### src/design/tsr_pkg.sv
// Shared types, codes and helpers for the TCP stream reassembly block.
`default_nettype none
package tsr_pkg;

  localparam int FragSlotsDefault = 16;
  localparam int MaxResults       = 36;

  // Result kinds
  localparam logic [1:0] RK_STATUS = 2'd0;
  localparam logic [1:0] RK_DATA   = 2'd1;
  localparam logic [1:0] RK_START  = 2'd2;
  localparam logic [1:0] RK_CLOSE  = 2'd3;

  // Status codes
  localparam logic [3:0] ST_HANDLED  = 4'd0;
  localparam logic [3:0] ST_NON_IP   = 4'd1;
  localparam logic [3:0] ST_NON_TCP  = 4'd2;
  localparam logic [3:0] ST_NO_DATA  = 4'd3;
  localparam logic [3:0] ST_NO_MEM   = 4'd4;
  localparam logic [3:0] ST_CLOSED   = 4'd5;
  localparam logic [3:0] ST_NO_MATCH = 4'd6;
  localparam logic [3:0] ST_FIN_RST  = 4'd7;
  localparam logic [3:0] ST_RETRANS  = 4'd8;
  localparam logic [3:0] ST_BUFFERED = 4'd9;

  // Packet kinds
  localparam logic [1:0] PK_TCP     = 2'd0;
  localparam logic [1:0] PK_NON_TCP = 2'd2;

  // Close reasons
  localparam logic RSN_FIN_RST = 1'b0;
  localparam logic RSN_MANUAL  = 1'b1;

  // Configuration register indexes
  localparam logic CFG_CLEAR_ON_SWITCH = 1'b0;
  localparam logic CFG_MAX_OOO         = 1'b1;

  typedef enum logic [1:0] {
    MODE_SCAN  = 2'd0,
    MODE_FORCE = 2'd1,
    MODE_FIND  = 2'd2
  } frag_mode_t;

  typedef struct packed {
    logic       start;
    frag_mode_t mode;
    logic       side;
    logic       clear_all;
    logic       inv_best;
    logic       write;
  } frag_cmd_t;

  typedef struct packed {
    logic done;
    logic best_ok;
    logic slot_ok;
    logic match;
  } frag_stat_t;

  typedef struct packed {
    logic [1:0]  kind;
    logic        side;
    logic        from_frag;
    logic [3:0]  slot;
    logic [15:0] off;
    logic [15:0] cnt;
    logic [31:0] miss;
    logic [3:0]  status;
    logic        reason;
    logic        last;
  } result_t;

  // a - b taken modulo 2^32, compared against zero serially
  function automatic logic ser_le0(input logic [31:0] d);
    return (d == 32'd0) || d[31];
  endfunction

  function automatic logic ser_gt0(input logic [31:0] d);
    return (d != 32'd0) && !d[31];
  endfunction

endpackage
`default_nettype wire

### src/design/tsr_ram.sv
// Generic simple dual-port RAM with registered read.
`default_nettype none
module tsr_ram #(
  parameter int WIDTH = 48,
  parameter int DEPTH = 32,
  localparam int AW = (DEPTH > 1) ? $clog2(DEPTH) : 1
) (
  input  logic             clk,
  input  logic             we,
  input  logic [AW-1:0]    waddr,
  input  logic [WIDTH-1:0] wdata,
  input  logic [AW-1:0]    raddr,
  output logic [WIDTH-1:0] rdata
);

  logic [WIDTH-1:0] mem [DEPTH];

  always_ff @(posedge clk) begin
    if (we) begin
      mem[waddr] <= wdata;
    end
    rdata <= mem[raddr];
  end

endmodule
`default_nettype wire

### src/design/tsr_frag.sv
// Fragment table: valid bits, slot store and the shared slot evaluation unit.
`default_nettype none
module tsr_frag import tsr_pkg::*; #(
  parameter int SLOTS = FragSlotsDefault,
  localparam int IW = (SLOTS > 1) ? $clog2(SLOTS) : 1
) (
  input  logic        clk,
  input  logic        rst,
  input  frag_cmd_t   cmd,
  input  logic [31:0] e_in,
  input  logic [31:0] key,
  input  logic [31:0] wr_seq,
  input  logic [15:0] wr_len,
  output frag_stat_t  stat,
  output logic [IW-1:0] best_idx,
  output logic [31:0] best_d,
  output logic [31:0] best_seq,
  output logic [15:0] best_len,
  output logic [IW:0] count
);

  localparam int AW = $clog2(2 * SLOTS);

  logic [2*SLOTS-1:0] valid;
  logic               run;
  logic               done;
  logic               pass_side;
  frag_mode_t         pass_mode;
  logic [31:0]        pass_e;
  logic [31:0]        pass_key;
  logic [IW:0]        iss;
  logic               proc_en;
  logic               proc_vld;
  logic [IW-1:0]      proc_idx;
  logic               best_ok;
  logic               match;
  logic [IW-1:0]      match_idx;
  logic               free_ok;
  logic [IW-1:0]      free_idx;
  logic [IW-1:0]      slot_idx;
  logic [47:0]        rdata;
  logic [31:0]        rd_seq;
  logic [15:0]        rd_len;
  logic               issue;
  logic [IW-1:0]      iss_idx;
  logic [AW-1:0]      raddr;
  logic [AW-1:0]      waddr;
  logic               live;
  logic               drop;
  logic               cand;
  logic [31:0]        cand_d;
  logic [31:0]        end_d;
  logic [31:0]        ahead;
  logic [31:0]        back;

  function automatic logic [AW-1:0] slot_addr(input logic s, input logic [IW-1:0] i);
    return s ? (AW'(SLOTS) + AW'(i)) : AW'(i);
  endfunction

  assign issue    = run && (iss != (IW+1)'(SLOTS));
  assign iss_idx  = iss[IW-1:0];
  assign raddr    = slot_addr(pass_side, iss_idx);
  assign slot_idx = match ? match_idx : free_idx;
  assign waddr    = slot_addr(cmd.side, slot_idx);
  assign rd_seq   = rdata[47:16];
  assign rd_len   = rdata[15:0];

  tsr_ram #(.WIDTH(48), .DEPTH(2 * SLOTS)) u_ram (
    .clk   (clk),
    .we    (cmd.write),
    .waddr (waddr),
    .wdata ({wr_seq, wr_len}),
    .raddr (raddr),
    .rdata (rdata)
  );

  // Slot evaluation: one slot per cycle
  always_comb begin
    live   = proc_en && proc_vld;
    end_d  = rd_seq + {16'd0, rd_len} - pass_e;
    ahead  = rd_seq - pass_e;
    back   = pass_e - rd_seq;
    drop   = 1'b0;
    cand   = 1'b0;
    cand_d = back;
    unique case (pass_mode)
      MODE_SCAN: begin
        drop   = live && ser_le0(end_d);
        cand   = live && !drop && ser_le0(ahead) && (!best_ok || back > best_d);
        cand_d = back;
      end
      MODE_FORCE: begin
        cand   = live && (!best_ok || ahead < best_d);
        cand_d = ahead;
      end
      default: begin
        cand = 1'b0;
      end
    endcase
  end

  always_ff @(posedge clk) begin
    if (rst) begin
      run     <= 1'b0;
      done    <= 1'b0;
      proc_en <= 1'b0;
      valid   <= '0;
      best_ok <= 1'b0;
      match   <= 1'b0;
      free_ok <= 1'b0;
    end else begin
      done <= 1'b0;
      if (cmd.start) begin
        run       <= 1'b1;
        iss       <= '0;
        proc_en   <= 1'b0;
        best_ok   <= 1'b0;
        match     <= 1'b0;
        free_ok   <= 1'b0;
        count     <= '0;
        pass_side <= cmd.side;
        pass_mode <= cmd.mode;
        pass_e    <= e_in;
        pass_key  <= key;
      end else begin
        if (issue) begin
          iss      <= iss + 1'b1;
          proc_en  <= 1'b1;
          proc_idx <= iss_idx;
          proc_vld <= valid[raddr];
        end else if (run) begin
          run     <= 1'b0;
          proc_en <= 1'b0;
          done    <= 1'b1;
        end
        if (live && !drop) begin
          count <= count + 1'b1;
        end
        if (cand) begin
          best_ok  <= 1'b1;
          best_idx <= proc_idx;
          best_d   <= cand_d;
          best_seq <= rd_seq;
          best_len <= rd_len;
        end
        if (pass_mode == MODE_FIND && live && !match && rd_seq == pass_key) begin
          match     <= 1'b1;
          match_idx <= proc_idx;
        end
        if (pass_mode == MODE_FIND && proc_en && !proc_vld && !free_ok) begin
          free_ok  <= 1'b1;
          free_idx <= proc_idx;
        end
      end
      if (cmd.clear_all) begin
        valid <= '0;
      end else begin
        if (drop) begin
          valid[slot_addr(pass_side, proc_idx)] <= 1'b0;
        end
        if (cmd.inv_best) begin
          valid[slot_addr(pass_side, best_idx)] <= 1'b0;
        end
        if (cmd.write) begin
          valid[waddr] <= 1'b1;
        end
      end
    end
  end

  assign stat.done    = done;
  assign stat.best_ok = best_ok;
  assign stat.slot_ok = match || free_ok;
  assign stat.match   = match;

endmodule
`default_nettype wire

### src/design/tcp_stream_reassembly_top.sv
// Top level: TCP stream reassembly sequencer, connection state and result register.
//
//  channel  | handshake            | payload
//  ---------+----------------------+-------------------------------------------
//  cfg      | cfg_write            | cfg_index, cfg_data
//  in       | in_valid / in_ready  | operation .. rst_flag (segment descriptor)
//  out      | out_valid / out_ready| result_kind .. last (one result each)
//
// One transaction in at a time; in_ready is high only while the sequencer idles.
// A segment runs through the sequencer states after acceptance (one more state when it opens
// the connection), plus one pass over all FRAG_SLOTS slots per slot lookup, fragment count
// pass, delivery scan or forced gap pass; a status-only transaction goes from dispatch to status.
// Each pass reads one slot per cycle from the single fragment RAM read port.
// Results leave through one output register; the sequencer holds while it is full.
// Reset is synchronous and clears the connection, the fragment valid bits and config.
`default_nettype none
module tcp_stream_reassembly_top import tsr_pkg::*; #(
  parameter int FRAG_SLOTS = FragSlotsDefault
) (
  input  logic        clk,
  input  logic        rst,
  input  logic        cfg_write,
  input  logic        cfg_index,
  input  logic [4:0]  cfg_data,
  input  logic        in_valid,
  output logic        in_ready,
  input  logic        operation,
  input  logic [1:0]  packet_kind,
  input  logic [31:0] source_address,
  input  logic [15:0] source_port,
  input  logic [31:0] segment_seq,
  input  logic [15:0] payload_length,
  input  logic        syn_flag,
  input  logic        fin_flag,
  input  logic        rst_flag,
  output logic        out_valid,
  input  logic        out_ready,
  output logic [1:0]  result_kind,
  output logic        side,
  output logic        from_fragment,
  output logic [3:0]  slot_index,
  output logic [15:0] byte_offset,
  output logic [15:0] byte_count,
  output logic [31:0] missing_bytes,
  output logic [3:0]  status_code,
  output logic        close_reason,
  output logic        last
);

  localparam int IW = (FRAG_SLOTS > 1) ? $clog2(FRAG_SLOTS) : 1;

  typedef enum logic [23:0] {
    S_IDLE   = 24'h000001,
    S_DISP   = 24'h000002,
    S_START  = 24'h000004,
    S_IDENT  = 24'h000008,
    S_CHK1   = 24'h000010,
    S_CNT    = 24'h000020,
    S_CNTW   = 24'h000040,
    S_SW     = 24'h000080,
    S_TAIL   = 24'h000100,
    S_FIND   = 24'h000200,
    S_FINDW  = 24'h000400,
    S_STORE  = 24'h000800,
    S_FINRST = 24'h001000,
    S_FR2    = 24'h002000,
    S_CLOSE  = 24'h004000,
    S_CL1    = 24'h008000,
    S_CL2    = 24'h010000,
    S_STATUS = 24'h020000,
    S_CKS    = 24'h040000,
    S_CKSW   = 24'h080000,
    S_CKSE   = 24'h100000,
    S_CKF    = 24'h200000,
    S_CKFW   = 24'h400000,
    S_CKFE   = 24'h800000
  } state_t;

  state_t      state;
  state_t      ck_ret;
  logic        ck_side;
  logic        ck_clean;
  logic        find_retry;
  logic        fr_side;
  logic        fr_rst;
  logic        reason_r;
  logic [3:0]  st_r;

  logic        conn_open;
  logic [1:0]  sides_known;
  logic [31:0] side_addr [2];
  logic [15:0] side_prt [2];
  logic [31:0] exp_seq [2];
  logic [1:0]  finished;
  logic        prev_ok;
  logic        prev_s;
  logic        cur_side;
  logic        first_r;

  logic        op_r;
  logic [1:0]  kind_r;
  logic [31:0] addr_r;
  logic [15:0] port_r;
  logic [31:0] seq_r;
  logic [15:0] len_r;
  logic        syn_r;
  logic        fin_r;
  logic        rstf_r;

  logic        clear_on_switch;
  logic [4:0]  max_ooo;
  logic [5:0]  res_n;
  result_t     res_q;

  frag_cmd_t   fcmd;
  frag_stat_t  fstat;
  logic [IW-1:0] best_idx;
  logic [31:0] best_d;
  logic [31:0] best_seq;
  logic [15:0] best_len;
  logic [IW:0] fcount;
  logic [31:0] e_ck;

  logic        can_emit;
  logic        emit_req;
  result_t     er;
  logic        finrst;
  logic [31:0] e_s;
  logic [31:0] seq_end;
  logic        late;
  logic [31:0] skip;
  logic        partial;
  logic        m0;
  logic        m1;

  assign in_ready = (state == S_IDLE);
  assign can_emit = !out_valid || out_ready;
  assign finrst   = fin_r || rstf_r;
  assign e_s      = exp_seq[cur_side];
  assign e_ck     = exp_seq[ck_side];
  assign seq_end  = seq_r + {16'd0, len_r};
  assign late     = (seq_r - e_s) >= 32'h8000_0000;
  assign skip     = e_s - seq_r;
  assign partial  = late && ser_gt0(seq_end - e_s);
  assign m0       = (side_addr[0] == addr_r) && (side_prt[0] == port_r);
  assign m1       = (side_addr[1] == addr_r) && (side_prt[1] == port_r);

  // Fragment table commands
  always_comb begin
    fcmd.start     = (state == S_CKS) || (state == S_CKF) || (state == S_FIND) ||
                     (state == S_CNT);
    fcmd.mode      = (state == S_CKS) ? MODE_SCAN : (state == S_CKF) ? MODE_FORCE : MODE_FIND;
    fcmd.side      = (state == S_CNT) ? prev_s :
                     ((state == S_FIND) || (state == S_STORE)) ? cur_side : ck_side;
    fcmd.clear_all = ((state == S_START) || (state == S_CL2)) && can_emit;
    fcmd.inv_best  = (((state == S_CKSE) && fstat.best_ok) || (state == S_CKFE)) && can_emit;
    fcmd.write     = (state == S_STORE);
  end

  tsr_frag #(.SLOTS(FRAG_SLOTS)) u_frag (
    .clk      (clk),
    .rst      (rst),
    .cmd      (fcmd),
    .e_in     (e_ck),
    .key      (seq_r),
    .wr_seq   (seq_r),
    .wr_len   (len_r),
    .stat     (fstat),
    .best_idx (best_idx),
    .best_d   (best_d),
    .best_seq (best_seq),
    .best_len (best_len),
    .count    (fcount)
  );

  // Result to load in the current state
  always_comb begin
    emit_req = 1'b0;
    er       = '0;
    unique case (state)
      S_START: begin
        emit_req = 1'b1;
        er.kind  = RK_START;
      end
      S_SW: begin
        er.kind = RK_DATA;
        er.side = cur_side;
        er.cnt  = len_r;
        if (first_r) begin
          emit_req = (len_r != 16'd0);
        end else if (late) begin
          emit_req = partial;
          er.off   = skip[15:0];
          er.cnt   = len_r - skip[15:0];
        end else if (len_r != 16'd0 && seq_r == e_s) begin
          emit_req = 1'b1;
        end
      end
      S_CKSE: begin
        emit_req     = fstat.best_ok;
        er.kind      = RK_DATA;
        er.side      = ck_side;
        er.from_frag = 1'b1;
        er.slot      = 4'(best_idx);
        er.off       = best_d[15:0];
        er.cnt       = best_len - best_d[15:0];
      end
      S_CKFE: begin
        emit_req     = 1'b1;
        er.kind      = RK_DATA;
        er.side      = ck_side;
        er.from_frag = 1'b1;
        er.slot      = 4'(best_idx);
        er.cnt       = best_len;
        er.miss      = best_d;
      end
      S_CL2: begin
        emit_req  = 1'b1;
        er.kind   = RK_CLOSE;
        er.reason = reason_r;
      end
      S_STATUS: begin
        emit_req  = 1'b1;
        er.kind   = RK_STATUS;
        er.status = st_r;
        er.last   = 1'b1;
      end
      default: begin
        emit_req = 1'b0;
      end
    endcase
  end

  // Configuration registers
  always_ff @(posedge clk) begin
    if (rst) begin
      clear_on_switch <= 1'b0;
      max_ooo         <= 5'd0;
    end else if (cfg_write) begin
      unique case (cfg_index)
        CFG_CLEAR_ON_SWITCH: clear_on_switch <= cfg_data[0];
        CFG_MAX_OOO:         max_ooo <= cfg_data;
        default:             max_ooo <= max_ooo;
      endcase
    end
  end

  // Output register
  always_ff @(posedge clk) begin
    if (rst) begin
      out_valid <= 1'b0;
      res_n     <= '0;
    end else begin
      if (out_valid && out_ready) begin
        out_valid <= 1'b0;
      end
      if (in_valid && in_ready) begin
        res_n <= '0;
      end else if (emit_req && can_emit && res_n < 6'(MaxResults)) begin
        res_q     <= er;
        out_valid <= 1'b1;
        res_n     <= res_n + 1'b1;
      end
    end
  end

  // Sequencer
  always_ff @(posedge clk) begin
    if (rst) begin
      state       <= S_IDLE;
      conn_open   <= 1'b0;
      sides_known <= 2'd0;
      finished    <= 2'b00;
      prev_ok     <= 1'b0;
    end else begin
      unique case (state)
        S_IDLE: begin
          if (in_valid) begin
            op_r   <= operation;
            kind_r <= packet_kind;
            addr_r <= source_address;
            port_r <= source_port;
            seq_r  <= segment_seq;
            len_r  <= payload_length;
            syn_r  <= syn_flag;
            fin_r  <= fin_flag;
            rstf_r <= rst_flag;
            state  <= S_DISP;
          end
        end
        S_DISP: begin
          if (op_r) begin
            reason_r <= RSN_MANUAL;
            st_r     <= ST_HANDLED;
            state    <= S_CLOSE;
          end else if (kind_r == PK_NON_TCP) begin
            st_r  <= ST_NON_TCP;
            state <= S_STATUS;
          end else if (kind_r != PK_TCP) begin
            st_r  <= ST_NON_IP;
            state <= S_STATUS;
          end else if (len_r == 16'd0 && !syn_r && !finrst) begin
            st_r  <= ST_NO_DATA;
            state <= S_STATUS;
          end else if (!conn_open) begin
            state <= S_START;
          end else begin
            state <= S_IDENT;
          end
        end
        S_START: begin
          if (can_emit) begin
            conn_open   <= 1'b1;
            sides_known <= 2'd0;
            finished    <= 2'b00;
            prev_ok     <= 1'b0;
            state       <= S_IDENT;
          end
        end
        S_IDENT: begin
          state <= S_CHK1;
          if (sides_known == 2'd0) begin
            cur_side     <= 1'b0;
            side_addr[0] <= addr_r;
            side_prt[0]  <= port_r;
            sides_known  <= 2'd1;
            first_r      <= 1'b1;
          end else if (m0) begin
            cur_side <= 1'b0;
            first_r  <= 1'b0;
          end else if (sides_known == 2'd1) begin
            cur_side     <= 1'b1;
            side_addr[1] <= addr_r;
            side_prt[1]  <= port_r;
            sides_known  <= 2'd2;
            first_r      <= 1'b1;
          end else if (m1) begin
            cur_side <= 1'b1;
            first_r  <= 1'b0;
          end else begin
            st_r  <= ST_NO_MATCH;
            state <= S_STATUS;
          end
        end
        S_CHK1: begin
          if (finished[cur_side]) begin
            if (!finished[!cur_side] && rstf_r) begin
              st_r    <= ST_FIN_RST;
              fr_side <= !cur_side;
              fr_rst  <= 1'b1;
              state   <= S_FINRST;
            end else begin
              st_r  <= ST_CLOSED;
              state <= S_STATUS;
            end
          end else if (finrst && len_r == 16'd0) begin
            st_r    <= ST_FIN_RST;
            fr_side <= cur_side;
            fr_rst  <= rstf_r;
            state   <= S_FINRST;
          end else if (clear_on_switch && !first_r && len_r != 16'd0 && prev_ok &&
                       prev_s != cur_side) begin
            state <= S_CNT;
          end else begin
            state <= S_SW;
          end
        end
        S_CNT: begin
          state <= S_CNTW;
        end
        S_CNTW: begin
          if (fstat.done) begin
            if (fcount != '0) begin
              ck_side  <= prev_s;
              ck_clean <= 1'b1;
              ck_ret   <= S_SW;
              state    <= S_CKS;
            end else begin
              state <= S_SW;
            end
          end
        end
        S_SW: begin
          if (can_emit) begin
            prev_ok <= 1'b1;
            prev_s  <= cur_side;
            state   <= S_TAIL;
            if (first_r) begin
              exp_seq[cur_side] <= seq_end + {31'd0, syn_r};
              st_r <= ST_HANDLED;
            end else if (late) begin
              if (partial) begin
                exp_seq[cur_side] <= seq_end;
                st_r <= ST_HANDLED;
              end else begin
                st_r <= ST_RETRANS;
              end
            end else if (len_r == 16'd0) begin
              st_r <= finrst ? ST_FIN_RST : ST_NO_DATA;
            end else if (seq_r == e_s) begin
              exp_seq[cur_side] <= seq_end + {31'd0, syn_r};
              st_r     <= ST_HANDLED;
              ck_side  <= cur_side;
              ck_clean <= 1'b0;
              ck_ret   <= S_TAIL;
              state    <= S_CKS;
            end else begin
              find_retry <= 1'b0;
              state      <= S_FIND;
            end
          end
        end
        S_TAIL: begin
          if (finrst) begin
            fr_side <= cur_side;
            fr_rst  <= rstf_r;
            state   <= S_FINRST;
          end else begin
            state <= S_STATUS;
          end
        end
        S_FIND: begin
          state <= S_FINDW;
        end
        S_FINDW: begin
          if (fstat.done) begin
            if (fstat.slot_ok) begin
              state <= S_STORE;
            end else if (!find_retry) begin
              find_retry <= 1'b1;
              ck_side    <= cur_side;
              ck_clean   <= 1'b1;
              ck_ret     <= S_FIND;
              state      <= S_CKS;
            end else begin
              st_r  <= ST_NO_MEM;
              state <= S_STATUS;
            end
          end
        end
        S_STORE: begin
          st_r <= ST_BUFFERED;
          // count after the store: a new slot adds one, an overwrite does not
          if (max_ooo != 5'd0 &&
              (int'(fcount) + (fstat.match ? 0 : 1)) > int'(max_ooo)) begin
            ck_side  <= cur_side;
            ck_clean <= 1'b0;
            ck_ret   <= S_TAIL;
            state    <= S_CKS;
          end else begin
            state <= S_TAIL;
          end
        end
        S_FINRST: begin
          if (finished[fr_side]) begin
            state <= S_STATUS;
          end else begin
            finished[fr_side] <= 1'b1;
            if (finished[!fr_side]) begin
              reason_r <= RSN_FIN_RST;
              state    <= S_CLOSE;
            end else begin
              ck_side  <= fr_side;
              ck_clean <= 1'b1;
              ck_ret   <= S_FR2;
              state    <= S_CKS;
            end
          end
        end
        S_FR2: begin
          if (fr_rst) begin
            reason_r <= RSN_FIN_RST;
            state    <= S_CLOSE;
          end else begin
            state <= S_STATUS;
          end
        end
        S_CLOSE: begin
          if (!conn_open) begin
            state <= S_STATUS;
          end else begin
            ck_side  <= 1'b0;
            ck_clean <= 1'b1;
            ck_ret   <= S_CL1;
            state    <= S_CKS;
          end
        end
        S_CL1: begin
          ck_side  <= 1'b1;
          ck_clean <= 1'b1;
          ck_ret   <= S_CL2;
          state    <= S_CKS;
        end
        S_CL2: begin
          if (can_emit) begin
            conn_open   <= 1'b0;
            sides_known <= 2'd0;
            finished    <= 2'b00;
            prev_ok     <= 1'b0;
            state       <= S_STATUS;
          end
        end
        S_STATUS: begin
          if (can_emit) begin
            state <= S_IDLE;
          end
        end
        S_CKS: begin
          state <= S_CKSW;
        end
        S_CKSW: begin
          if (fstat.done) begin
            state <= S_CKSE;
          end
        end
        S_CKSE: begin
          if (fstat.best_ok) begin
            // deliver the fragment covering the expected sequence, then rescan
            if (can_emit) begin
              exp_seq[ck_side] <= e_ck + ({16'd0, best_len} - best_d);
              state <= S_CKS;
            end
          end else if (ck_clean && fcount != '0) begin
            state <= S_CKF;
          end else if (!ck_clean && max_ooo != 5'd0 && int'(fcount) > int'(max_ooo)) begin
            ck_clean <= 1'b1;
            state    <= S_CKF;
          end else begin
            state <= ck_ret;
          end
        end
        S_CKF: begin
          state <= S_CKFW;
        end
        S_CKFW: begin
          if (fstat.done) begin
            state <= S_CKFE;
          end
        end
        S_CKFE: begin
          // force the gap: jump to the nearest fragment ahead
          if (can_emit) begin
            exp_seq[ck_side] <= best_seq + {16'd0, best_len};
            state <= S_CKS;
          end
        end
        default: begin
          state <= S_IDLE;
        end
      endcase
    end
  end

  assign result_kind   = res_q.kind;
  assign side          = res_q.side;
  assign from_fragment = res_q.from_frag;
  assign slot_index    = res_q.slot;
  assign byte_offset   = res_q.off;
  assign byte_count    = res_q.cnt;
  assign missing_bytes = res_q.miss;
  assign status_code   = res_q.status;
  assign close_reason  = res_q.reason;
  assign last          = res_q.last;

endmodule
`default_nettype wire

### config.mk
export PLATFORM = sky130hd
export DESIGN_NAME = tcp_stream_reassembly_top
export DESIGN_NICKNAME = d
export VERILOG_FILES = /design/src/design/tsr_pkg.sv /design/src/design/tsr_ram.sv /design/src/design/tsr_frag.sv /design/src/design/tcp_stream_reassembly_top.sv
export SDC_FILE = /design/constraint.sdc
export NUM_CORES = 2
export LEC_CHECK = 0
export ABC_CLOCK_PERIOD_IN_PS = 9900
export CORE_UTILIZATION = 48
export CTS_CLUSTER_DIAMETER = 100
export DETAILED_ROUTE_END_ITERATION = 8
export DONT_BUFFER_PORTS = 1
export PLACE_DENSITY = 0.69
export SETUP_SLACK_MARGIN = 0.15
export SLEW_MARGIN = 20
export SYNTH_ARGS = -nofsm -noshare
export SYNTH_HDL_FRONTEND = slang
export SYNTH_HIERARCHICAL = 1
export SYNTH_SLANG_ARGS = --single-unit
### constraint.sdc
create_clock -name clk -period 9.9 [get_ports clk]
set_clock_uncertainty 0.05 [all_clocks]
set_input_delay 0.99 -clock clk [delete_from_list [all_inputs] [get_ports clk]]
set_output_delay 0.99 -clock clk [all_outputs]
set_load 0.005 [all_outputs]
# --- After elaboration in Yosys (flattened, before gate mapping) ---
# Memory sizes are Yosys's and may differ from the RTL's. A register that Yosys moved wholly into a read port is not among the register bits.
# Cells that the tools add are included.
word_totals:
  regBits: 472
  latchBits: 0
  mem_bits_rw: 1696
  romBits: 0
  input_bits: 113
  out_inout_bits: 80
  n_memories: 4
memory_table:
  columns: ["name", "words", "word_bits", "rd", "rd_clocked_by_memory_dff", "wr", "line", "rtl"]
  rows:
  - ["u_frag.u_ram.mem", 32, 48, 1, 1, 1, "tsr_ram.sv:16", "logic [WIDTH-1:0] mem [DEPTH];"]
  - ["exp_seq", 2, 32, 2, 2, 1, "tcp_stream_reassembly_top.sv:93", "logic [31:0] exp_seq [2];"]
  - ["side_addr", 2, 32, 2, 0, 1, "tcp_stream_reassembly_top.sv:91", "logic [31:0] side_addr [2];"]
  - ["side_prt", 2, 16, 2, 0, 1, "tcp_stream_reassembly_top.sv:92", "logic [15:0] side_prt [2];"]
classes:
  addsub: 22
  multipliers: 0
  div: 0
  magnitude_cmp: 18
  n_eq_ne: 77
  n_shift: 0
  mux: 263
  bitwise: 13
  reduce_logical: 130
op_table:
  columns: ["op", "n"]
  rows:
  - ["24-bit 2-to-1 mux", 28]
  - ["24-bit one-hot mux with 24 select lines", 1]
  - ["32-bit 2-to-1 mux", 15]
  - ["19-bit 2-to-1 mux", 11]
  - ["18-bit 2-to-1 mux", 11]
  - ["24-bit one-hot mux with 7 select lines", 1]
  - ["32-bit subtractor", 5]
  - ["1-bit 2-to-1 mux", 135]
  - ["32-bit == test", 4]
  - ["32-bit by 16-bit adder with 32-bit output", 3]
  - ["4-bit 2-to-1 mux", 21]
  - ["32-bit AND", 2]
  - ["32-bit zero test", 2]
  - ["32-bit inverter", 2]
  - ["32-bit OR reduction", 2]
  - ["2-bit != test (second input constant)", 29]
  - ["16-bit one-hot mux with 3 select lines", 1]
  - ["16-bit subtractor", 3]
  - ["1-bit logical AND", 42]
  - ["5-bit 2-to-1 mux", 7]
  - ["3-bit AND reduction", 11]
  - ["32-bit by 1-bit adder with 32-bit output", 1]
  - ["32-bit adder", 1]
  - ["16-bit == test", 2]
  - ["90 further kinds", 183]

# --- Depth between registers and ports, before layout ---
logic_depth:
  ltp_word: 17
  ltp_mapped: 25
  mapped_depth_nobuf: 25

# --- Cells and area by module ---
# The synthesis kept the hierarchy.
modules_own_cells:
  columns: ["mod", "n_inst", "cells_per_inst", "area_per_inst_um2"]
  rows:
  - ["tsr_ram", 1, 3364, 60723.2]
  - ["tcp_stream_reassembly_top", 1, 2709, 27327.5]
  - ["tsr_frag", 1, 1652, 15924.0]

# --- Worst setup path after synthesis ---
# OpenSTA, ideal clock, no wires.
synth_path:
  path_kind: "flip-flop to flip-flop"
  start: "register len_r[0]"
  end: "register res_q, in the netlist byte_count[0], enable pin"
  setup_ps: 611
  t_arrival_ps: 10180
  t_required_ps: 9239
  setup_slack_ps: -940
  stages_incl_launch_ff: 23
  path_buffers: 0
  path_cell_list: "edfxtp_1 ha_1 inv_1 fa_1 nor2b_1 o31a_1 o2111ai_1 and3b_1 or4_1 and2_1 inv_1 ha_1 a21o_1 a21o_1 a21o_1 a2111oi_0 nor2_1 a31oi_1 and3_1 or4_1 or4_4 a31oi_1 nor3_1"
synth_via:
  elab_chain_cells: 11
  elab_cells_between_ends: 15
  cone_classes: "add/sub: 2; mux: 4; reduce/logical: 9"
synth_lines:
  columns: ["element", "line", "rtl"]
  rows:
  - ["from (decl)", "tcp_stream_reassembly_top.sv:105", "logic [15:0] len_r;"]
  - ["from (signal assigned)", "tcp_stream_reassembly_top.sv:284", "len_r <= payload_length;"]
  - ["32-bit by 16-bit adder with 32-bit output", "tcp_stream_reassembly_top.sv:141", "assign seq_end = seq_r + {16'd0, len_r};"]
  - ["32-bit subtractor", "tcp_stream_reassembly_top.sv:144", "assign partial = late && ser_gt0(seq_end - e_s);"]
  - ["32-bit nonzero test or 1-bit zero test (tied branches)", "tsr_pkg.sv:79", "return (d != 32'd0) && !d[31];"]
  - ["1-bit logical AND", "tsr_pkg.sv:79", null]
  - ["1-bit logical AND", "tcp_stream_reassembly_top.sv:144", null]
  - ["1-bit 2-to-1 mux", "tcp_stream_reassembly_top.sv:191", "end else if (late) begin"]
  - ["1-bit 2-to-1 mux *", "tcp_stream_reassembly_top.sv:189", "if (first_r) begin"]
  - ["1-bit one-hot mux with 3 select lines *", "tcp_stream_reassembly_top.sv:180", "unique case (state)"]
  - ["1-bit logical AND * (2 in series)", "tcp_stream_reassembly_top.sv:259", "end else if (emit_req && can_emit && res_n < 6'(MaxResults)) begin"]
  - ["3-bit AND reduction (no line) *", null, null]
  - ["to (signal assigned)", "tcp_stream_reassembly_top.sv:260", "res_q <= er;"]
  - ["to (decl)", "tcp_stream_reassembly_top.sv:113", "result_t res_q;"]
# Mark *: on every way between the ends. The rest lies on a longest branch, timed or not.
# A chain may end at the register's enable or synchronous reset.

# --- Worst setup path after layout ---
layout_path:
  start: "register seq_r[1]"
  end: "register res_q, in the netlist byte_count[8], enable pin"
layout_via:
  elab_chain_cells: 11
  elab_cells_between_ends: 17
  cone_classes: "add/sub: 3; order compare: 1; eq/ne: 1; mux: 4; reduce/logical: 8"
layout_lines:
  columns: ["element", "line", "rtl"]
  rows:
  - ["from (decl)", "tcp_stream_reassembly_top.sv:104", "logic [31:0] seq_r;"]
  - ["from (signal assigned)", "tcp_stream_reassembly_top.sv:283", "seq_r <= segment_seq;"]
  - ["32-bit by 16-bit adder with 32-bit output", "tcp_stream_reassembly_top.sv:141", null]
  - ["32-bit subtractor", "tcp_stream_reassembly_top.sv:144", null]
  - ["32-bit nonzero test or 1-bit zero test (tied branches)", "tsr_pkg.sv:79", null]
  - ["1-bit logical AND", "tsr_pkg.sv:79", null]
  - ["1-bit logical AND", "tcp_stream_reassembly_top.sv:144", null]
  - ["1-bit 2-to-1 mux *", "tcp_stream_reassembly_top.sv:191", null]
  - ["1-bit 2-to-1 mux *", "tcp_stream_reassembly_top.sv:189", null]
  - ["1-bit one-hot mux with 3 select lines *", "tcp_stream_reassembly_top.sv:180", null]
  - ["1-bit logical AND * (2 in series)", "tcp_stream_reassembly_top.sv:259", null]
  - ["3-bit AND reduction (no line) *", null, null]
# Marked as above.

==> summary.txt <==
Outcome - finished clean
I/O Buffers - 0
Initial Util - 0.484
Total wire length - 307000 um
R2R cell count - 24
DIE WIDTH - 467 um
Pwr dens - 169 nW/um^2
Via count - 66853
Die Area - 218000 sq um
Vias in the first global route - 64164
Synth Area per Inst - 13.5 sq um
Hold buffer count at cts - 0
Total GRT Usage - 0.276
Cells taking the most area after synthesis - edfxtp_1, mux2i_1, ha_1
Crit. Startpoint - seq_r[1]
Final core utilization - 0.535
Area growth syn-to-layout - 10.6%
Starting DRT DRC Count - 7454
# setup viols final - 0
Max Buffers Root-to-Sink - 3
Post-synth EDFFs - 2069
Clock Sink Count - 2200
First-pass GRT wire length - 439000 um
Core Region - 215000 sq um
IO Pins - 193
Total CTS buffers - 220
Post-cts gate resize count - 0
Initial antenna violation count - 44
Final instance area - 115000 sq um
Rows - 170
Yosys top cell area share - 0.598
Synth area leader - edfxtp_1
Synth Flop Type - edfxtp_1
Hpwl dp - 203000 um
Final period util - 0.884
Startpoint Class - register
Synthesized cell area - 104000 sq um
Synth Warn # - 6
Critical path peak fanout - 59
Post-synth net total - 8253
Clk Latency, worst-skew pair - 0.92 ns
Fin. max-slew vios - 0
LEAKAGE - 0.0420 uW
CP required - 10.37 ns
Total negative setup slack - 0 ns
Clock transition at path regs - 0.07 ns
End of the critical path - byte_count[8]
Worst-path cell chain - inv_1, fa_1, nor2b_1, o31a_1, o2111ai_1, a31oi_1, nor2_1, nor2_1, xnor2_1, inv_1, ha_1, a21o_1, a21oi_1, o221ai_1, nor4_1, o2111ai_1, or4_1, a2111oi_1, nand4_1, or4_4, a31oi_1, nor3_4, buf_4, buf_4
Die height - 467 um
Root Driver - clkbuf_16
CTS tree - done
Final critical delay including setup and external delays - 8.75 ns
Cell variety after synth - 105
Placed cell area - 107000 sq um
Crit path DAT - 9.22 ns
Largest net degree at the start of global routing - 123
Slew HR - 0.157
DR WL met3 - 28900 um
Peak supply drop - 168 uV
Drt first pass iters - 6
Share of cells above drive strength 1 - 0.0835
Seq cells post-synth - 2200
RSZ-0062 raised after global routing - no
Async set-reset flop share out of synthesis - 0
Final Hold Vio Count - 0
Top Metal Used - met5
Via/cell ratio - 6.17
H-tree levels - 4
Hold Crit Class - primary input to register
Wl on met1 - 129000 um
Worst setup EP type - register
Register area share after synthesis - 0.623
Slowest cell on crit path - edfxtp_1
CP Class - register to register
Origin of the critical flop-to-flop path - seq_r[1]
R2r setup slk - 1.15 ns
FF-to-FF End - byte_count[8]
Placer Congestion - 0.950
Grt total ovfl - 0
Worst-Margin Slew - 1.25 ns
Final #Nets - 8319
Cells after synthesis - 7725
Antenna viol nets, final - 0
Fmax - 114 MHz
MaxCap Viol Count - 0
Avg WL per Cell - 28.4 um
DR WL met2 - 139000 um
Residual DRC - 0
Number of post-CTS setup repair buffers - 0
Biggest cell delay along the critical path - 1.01 ns
Fillers - 17455
-- registers in the layout, indices dropped and copies added (netlist names), 24 cells and up, named ones only --
signal,flops
addr_r,32
u_frag/u_ram/rdata,48
exp_seq,64
side_prt,32
side_addr,64
u_frag/best_seq,32
missing_bytes,32
state,24
seq_r,32
u_frag/valid,32
u_frag/u_ram/mem,1536
u_frag/pass_key,32
u_frag/best_d,32
u_frag/pass_e,32
-- cells in the final DEF, fill, tap and decap left out, types with 45 or more instances in the layout --
master / synthesis / layout
and2_1: 67 / 67
a31oi_1: 83 / 83
nor2_1: 309 / 272
nand3_1: 237 / 237
buf_4: 43 / 167
edfxtp_1: 2069 / 2069
a21o_1: 128 / 128
o21ai_0: 184 / 184
a22o_1: 100 / 100
a21oi_1: 444 / 443
nor4_1: 61 / 57
nand2_1: 493 / 492
nand4_1: 81 / 81
fa_1: 54 / 54
and3_1: 45 / 45
inv_1: 342 / 342
xor2_1: 206 / 206
a22oi_1: 156 / 156
mux2i_1: 852 / 852
ha_1: 361 / 361
xnor2_1: 160 / 160
nand2b_1: 52 / 50
clkbuf_16: 0 / 221
o21a_1: 66 / 66
dfxtp_1: 131 / 129
nor3_1: 129 / 127
-- power breakdown --
part	internal (uW)	switching [uW]	leakage [uW]	total (uW)
combinational	219	484	0.0187	704
clock	4800	3680	0.00361	8480
sequential	10200	31.1	0.0197	10200
-- worst max-delay path, delay by kind of cell (launching register included) --
family	cells	cell delay, ns
XOR/XNOR	1	0.34
buffers and inverters	4	1.09
flip-flops	1	1.01
AND/OR/NAND/NOR	8	2.30
AO/OA/AOI/OAI	9	2.52
adder cells (fa/ha/maj)	2	0.96
-- cell families (layout without fill, tap and decap cells) --
logic type | after synthesis | in the layout | share of synthesized area
flip-flops | 2200 | 2200 | 0.623
AO/OA/AOI/OAI | 1504 | 1504 | 0.0961
other | 0 | 16 | 0
XOR/XNOR | 366 | 366 | 0.0308
buffers and inverters | 674 | 933 | 0.0302
AND/OR/NAND/NOR | 1679 | 1679 | 0.0793
adder cells (fa/ha/maj) | 415 | 415 | 0.0538
multiplexers | 887 | 887 | 0.0869
-- through the flow --
step / hold slack, ns / cells / worst slack, ns / power, uW
6_report: 0.120 / 10838 / 1.15 / 19400
5_1_grt: 0.0695 / 10825 / 0.720 / 19900
4_1_cts: 0.0479 / 10820 / 1.20 / 19500
3_5_place_dp: 0.381 / 10405 / 1.20 / 11100
3_3_place_gp: 0.377 / 10405 / 1.24 / 11100
2_1_floorplan: 0.365 / 7725 / 1.44 / 10900
-- synthesized netlist by cell type, types with 156 or more instances --
master    instances
a21oi_1         444
a22oi_1         156
edfxtp_1       2069
ha_1            361
inv_1           342
mux2i_1         852
nand2_1         493
nand3_1         237
nor2_1          309
o21ai_0         184
xnor2_1         160
xor2_1          206
-- worst min path at each step --
stage	startpoint	to	slack, ns	cells past startpoint
finish	source_address[10]	addr_r[10]	0.12	0
detailed placement	ck_ret[15]	state[15]	0.38	1
CTS	rst	sides_known[0]	0.05	1
floorplan	u_frag/u_ram/rdata[0]	u_frag/best_len[0]	0.36	0
global route	source_port[6]	port_r[6]	0.07	0
global placement	ck_ret[13]	state[13]	0.38	1
-- final cells by class --
type	instances	area, sq um	area share
Antenna cell	16	40.0	0.000348
Clock buffer	270	5810	0.0505
Clock inverter	145	1670	0.0145
Inverter	342	1280	0.0112
Multi-Input combinational cell	4851	36500	0.317
Sequential cell	2200	64800	0.563
Tap cell	2838	3550	0.0309
Timing Repair Buffer	176	1450	0.0126
-- routing by layer --
layer / global-route usage / vias up
li1: - / 29539
met1: 0.393 / 33743
met2: 0.430 / 3068
met3: 0.0484 / 473
met4: 0.0878 / 30
met5: 0 / -
(Power assumes the default switching activity.)
